### src/hdl/pmftl_pkg.sv
package pmftl_pkg;

    localparam int BLOCKS        = 32;
    localparam int PAGES         = 16;
    localparam int LOGICAL_PAGES = 256;

    localparam int BLK_W  = $clog2(BLOCKS);
    localparam int PG_W   = $clog2(PAGES);
    localparam int PGC_W  = $clog2(PAGES + 1);
    localparam int LBA_W  = $clog2(LOGICAL_PAGES);
    localparam int TOTAL  = BLOCKS * PAGES;
    localparam int SCAN_W = $clog2(TOTAL + PAGES) + 1;
    localparam int ROW_W  = 2 * PAGES;
    localparam int CNT_W  = $clog2(PAGES + 1);

    localparam int CFG_IDX_W = 2;
    localparam int CFG_DAT_W = 32;
    localparam logic [CFG_IDX_W-1:0] REG_BAD_MASK  = 2'd0;
    localparam logic [CFG_IDX_W-1:0] REG_LBA_LIMIT = 2'd1;

    localparam logic [1:0] PS_FREE  = 2'd0;
    localparam logic [1:0] PS_LIVE  = 2'd1;
    localparam logic [1:0] PS_STALE = 2'd2;

    localparam logic [1:0] OP_WRITE = 2'd0;
    localparam logic [1:0] OP_READ  = 2'd1;
    localparam logic [1:0] OP_TRIM  = 2'd2;
    localparam logic [1:0] OP_GC    = 2'd3;

    localparam logic [1:0] ST_OK       = 2'd0;
    localparam logic [1:0] ST_BAD_ADDR = 2'd1;
    localparam logic [1:0] ST_UNMAPPED = 2'd2;
    localparam logic [1:0] ST_NO_SPACE = 2'd3;

    localparam logic [2:0] CMD_NONE    = 3'd0;
    localparam logic [2:0] CMD_PROGRAM = 3'd1;
    localparam logic [2:0] CMD_READ    = 3'd2;
    localparam logic [2:0] CMD_ERASE   = 3'd3;
    localparam logic [2:0] CMD_COPY    = 3'd4;

    typedef logic [ROW_W-1:0] t_row;

    typedef struct packed {
        logic [1:0] op;
        logic [7:0] lba;
    } t_in;

    typedef struct packed {
        logic [1:0] status;
        logic [2:0] command;
        logic [4:0] src_block;
        logic [3:0] src_page;
        logic [4:0] dst_block;
        logic [3:0] dst_page;
        logic       last;
    } t_out;

    typedef struct packed {
        logic             found;
        logic [PG_W-1:0]  pg;
        logic [CNT_W-1:0] inv_cnt;
        logic [CNT_W-1:0] val_cnt;
    } t_scan;

    function automatic t_row row_set(t_row r, logic [PG_W-1:0] p, logic [1:0] v);
        t_row t;
        t = r;
        t[p*2 +: 2] = v;
        return t;
    endfunction

endpackage

### src/hdl/pmftl_rowscan.sv
module pmftl_rowscan (
    input  pmftl_pkg::t_row               i_row,
    input  logic [pmftl_pkg::PG_W-1:0]    i_from,
    input  logic [pmftl_pkg::PGC_W-1:0]   i_lim,
    output pmftl_pkg::t_scan              o_scan
);
    import pmftl_pkg::*;

    always_comb begin
        logic [1:0] st;
        o_scan = '0;
        for (int p = 0; p < PAGES; p++) begin
            st = i_row[p*2 +: 2];
            if (st == PS_STALE) o_scan.inv_cnt = o_scan.inv_cnt + CNT_W'(1);
            if (st == PS_LIVE)  o_scan.val_cnt = o_scan.val_cnt + CNT_W'(1);
            // first free page in [from, lim)
            if (!o_scan.found && (PGC_W'(p) >= PGC_W'(i_from)) && (PGC_W'(p) < i_lim)
                && (st == PS_FREE)) begin
                o_scan.found = 1'b1;
                o_scan.pg    = PG_W'(p);
            end
        end
    end

endmodule

### config.mk
export PLATFORM = sky130hd
export DESIGN_NAME = pmftl_rowscan
export DESIGN_NICKNAME = d
export VERILOG_FILES = /design/src/hdl/pmftl_pkg.sv /design/src/hdl/pmftl_rowscan.sv
export SDC_FILE = /design/constraint.sdc
export NUM_CORES = 1
export LEC_CHECK = 0
export BUFFER_PORTS_ARGS = -buffer_cell sky130_fd_sc_hd__buf_2
export CAP_MARGIN = 5
export CORE_UTILIZATION = 52
export DETAILED_ROUTE_END_ITERATION = 10
export GPL_ROUTABILITY_DRIVEN = 0
export PLACE_DENSITY = 0.85
export RECOVER_POWER = 100
export SETUP_SLACK_MARGIN = 0.2
export SLEW_MARGIN = 30
export SYNTH_ARGS = -nofsm -noshare
export SYNTH_HDL_FRONTEND = slang
export SYNTH_SLANG_ARGS = --single-unit
### constraint.sdc
create_clock -name vclk -period 11.37
set_input_delay 0 -clock vclk [all_inputs]
set_output_delay 0 -clock vclk [all_outputs]
set_load 0.005 [all_outputs]
Word-level counts from Yosys, hierarchy flattened
Index checks and enable logic that the tools add are counted.
W data, S select, Z words.

operators by class
  add/sub/neg operators = 30
  magnitude comparators = 31
  equal/unequal tests = 32
  muxes and demuxes = 48
  reductions and logical operators = 77

operators with widths
  operator               count
  $mux W5                45
  $add A5 B1 Y5 const B  29
  $logic_and A1 B1 Y1    46
  $lt A4 B5 Y1 const A   8
  $eq A2 B1 Y1 const B   16
  $eq A2 B2 Y1 const B   16
  $logic_not A2 Y1       16
  $ge A4 B4 Y1 const A   7
  $lt A3 B5 Y1 const A   4
  $ge A3 B4 Y1 const A   4
  $logic_not A1 Y1       15
  $lt A1 B5 Y1 const A   2
  $lt A2 B5 Y1 const A   2
  $ge A1 B4 Y1 const A   2
  $ge A2 B4 Y1 const A   2
  $add A1 B1 Y2 const B  1
  $mux W1                2
  $mux W2                1

word-level totals
  register bits = 0
  bits of input ports = 41
  output and inout bits = 15
  logic and storage cells = 218

Depth between registers and ports, before layout
  word-level depth = 78
  mapped depth = 50
  mapped depth without buffers = 50

Least setup slack after synthesis
Ideal clock, no wire load.

  path kind = in2out
  from = in i_row[1]
  to = out o_scan[4] (netlist name)
  data arrival time = 7.762 ns
  data required time = 11.370 ns
  slack = 3.608 ns
  stages on the path = 47
  buffers on the path = 0
  path through = nand2b_1 ha_1 xnor2_1 ha_1 nand2_1 nand2_1 ha_1 nor2_1 a31oi_1 ha_1 nand2_1 nand2_1 ha_1 inv_1 a22oi_1 ha_1 nand2_1 nand2_1 [11 not listed] ha_1 nand2_1 nand2_1 ha_1 nor2_1 a21oi_1 o31ai_1 inv_1 ha_1 nand2_1 o21ai_0 ha_1 mux2_2 ha_1 nand2_1 or4b_1 o211ai_1 xnor2_1

RTL lines
  item             RTL line            text
  start, declared  pmftl_rowscan.sv:2  input pmftl_pkg::t_row i_row,
  end, declared    pmftl_rowscan.sv:5  output pmftl_pkg::t_scan o_scan

==> metrics.log <==
INFO  metric path_common_cell = ha_1
INFO  metric post-synth-top-count-cell = nand2_1
INFO  metric postRouteWirelength = 9230 µm
INFO  metric routed_antenna_nets = 0
INFO  metric power-per-cell-area = 116 nW/µm²
INFO  metric syn_inst = 527
INFO  metric dr.first_iter.drc_count = 279
INFO  metric multi_input_comb_area = 3540 µm²
INFO  metric cts_hold_buf = 0
INFO  metric timing.critical_path.required = 11.37 ns
INFO  metric leakagePower = 1.65 nW
INFO  metric post-synth-top-area-fraction = 12.3%
INFO  metric post-cts-setup-buffers = 0
INFO  metric core_area = 6830 µm²
INFO  metric grt_max_degree = 13
INFO  metric min_path_type = in -> out
INFO  metric worst_vdd_ir = 42.1 µV
INFO  metric antenna_found_initial = 0
INFO  metric synth_cell_types = 69
INFO  metric ys_seq_area_share = 0%
INFO  metric io_buffers = 56
INFO  metric timing.max_cap.violations = 0
INFO  metric synthesis.nets = 598
INFO  metric hold-worst-slack = 0.404 ns
INFO  metric dr.pass1.iters = 5
INFO  metric fp.dieArea = 7450 µm²
INFO  metric synth_common_cells = 61 x nand2_1, 52 x xnor2_1, 43 x nor2_1
INFO  metric timing.critical_path.to_type = output pin
INFO  metric seq_cell_count = 0
INFO  metric fp-row-count = 30
INFO  metric finalHoldViolations = 0
INFO  metric synth.largest_area_cell = xnor2_1
INFO  metric delay_contributed_by_the_slowest_stage_of_the_critical_path = 0.84 ns
INFO  metric wl_per_cell = 13.9 µm
INFO  metric maxSlewHeadroom = 29.7%
INFO  metric routed_vias_inst = 6.03
INFO  metric grt_util_all_layers = 24.8%
INFO  metric post_cts_resized = 0
INFO  metric syn_area_per_cell = 7.02 µm²
INFO  metric synth_area = 3700 µm²
INFO  metric run_status = finished, final reports clean
INFO  metric maxClockFrequency = 111 MHz
INFO  metric rsz0062_at_grt = false
INFO  metric timing_max_transition_violations_final = 0
INFO  metric number_of_nets_in_the_finished_design = 641
INFO  metric half_perimeter_wire_length_of_the_detailed_placement_result = 7800 µm
INFO  metric routed-via-count = 4006
INFO  metric die_height = 86.3 µm
INFO  metric worst-path-max-fanout = 12
INFO  metric yosysWarningCount = 0
INFO  metric chipWidth = 86.3 µm
INFO  metric floorplan.io_pins = 56
INFO  metric syn_to_final_growth = 8.36%
INFO  metric wire_length_of_the_first_global_routing_pass = 15800 µm
INFO  metric critPathSlowestCell = xor2_1
INFO  metric timing.final.setup_violations = 0
INFO  metric clockBufferCount = 0
INFO  metric diodes = 0
INFO  metric seqCellArea = 0 µm²
INFO  metric initial_core_util = 54.1%
INFO  metric startpoint_type = input port
INFO  metric worst-slew-pin-transition = 1.05 ns
INFO  metric finalCriticalPeriod = 9.04 ns
INFO  metric drive_gt1_share = 14.1%
INFO  metric final.fill_count = 652
INFO  metric tns = 0 ns
INFO  metric timing.final.crit_share = 79.5%
INFO  metric cp_data_arrival_time = 9.04 ns
INFO  metric synth.top_cells.by_area = xnor2_1 12%, ha_1 10%, nand2_1 6.2%
INFO  metric post-route-drc-count = 0
INFO  metric grt_pass1_vias = 3682
INFO  metric globalRoute.totalOverflow = 0
INFO  metric worst-setup-path-type = in -> out
stage by stage:
stage | cells | worst slack, ns | instance area [µm²] | util (%) | total power [mW]
CTS | 664 | 2.42 | 4040 | 59.1 | 0.469
detailed placement | 664 | 2.41 | 4040 | 59.1 | 0.466
global placement | 664 | 2.84 | 4040 | 59.1 | 0.444
global route | 664 | 1.58 | 4010 | 58.6 | 0.525
floorplan | 527 | 3.61 | 3700 | - | 0.364
finish | 664 | 2.33 | 4010 | 58.6 | 0.464
per-layer routing:
metal | part of all wire (%) | wire (µm) | track usage, %
met1 | 44 | 4030 | 32.5
met2 | 48 | 4410 | 46.0
met3 | 7.5 | 690 | 1.43
met4 | 1.1 | 106 | 2.73
met5 | 0 | 0 | 0
worst max-delay path, delay by kind of cell:
kind	cells	cell delay, ns
XOR/XNOR	3	1.47
buffers and inverters	5	0.47
multiplexers	1	0.17
adder cells (fa/ha/maj)	12	3.60
AND/OR/NAND/NOR	13	1.62
AO/OA/AOI/OAI	10	1.68
path summary, 6_finish.rpt:
path,cells past startpoint,startpoint,to
worst max-delay path,44,i_row[1],o_scan[4]
worst min-delay path,4,i_row[30],o_scan[5]
layout make-up:
cell class | instances | share of cell area (%)
inverters | 21 | 1.97
multi-input cells | 491 | 88.3
repair buffers | 56 | 6.75
well taps | 96 | 3.00
logic make-up after synthesis:
logic type / synth area share [%]
AND/OR/NAND/NOR: 32.7
AO/OA/AOI/OAI: 21.5
XOR/XNOR: 28.3
buffers and inverters: 3.82
adder cells (fa/ha/maj): 10.4
multiplexers: 3.25
cells in the final DEF (no fill, tap or decap), types with 4 or more instances in the layout:
cell,netlist,layout
nand2_1,61,61
xnor2_1,52,53
buf_2,0,47
nor2_1,43,43
a21oi_1,35,35
ha_1,30,30
nor2b_1,24,24
xor2_1,23,23
o21ai_0,23,23
inv_1,21,21
nand2b_1,20,20
nand3_1,15,15
a31oi_1,11,11
nand4_1,11,11
nand3b_1,9,9
nor3_1,8,8
clkbuf_1,12,8
xnor2_2,7,7
o22ai_1,7,7
nor4_1,7,7
mux2_2,8,6
or2_2,6,6
o31ai_1,5,5
xor2_2,5,5
and3_1,5,5
or3_1,4,4
o21a_1,4,4
o22a_1,4,4
where the power goes:
| part | switching (mW) | internal, mW |
|---|---|---|
| logic | 0.261 | 0.203 |
| clock network | 0 | 0 |
| registers | 0 | 0 |
| total | 0.261 | 0.203 |
(Power assumes the default switching activity.)
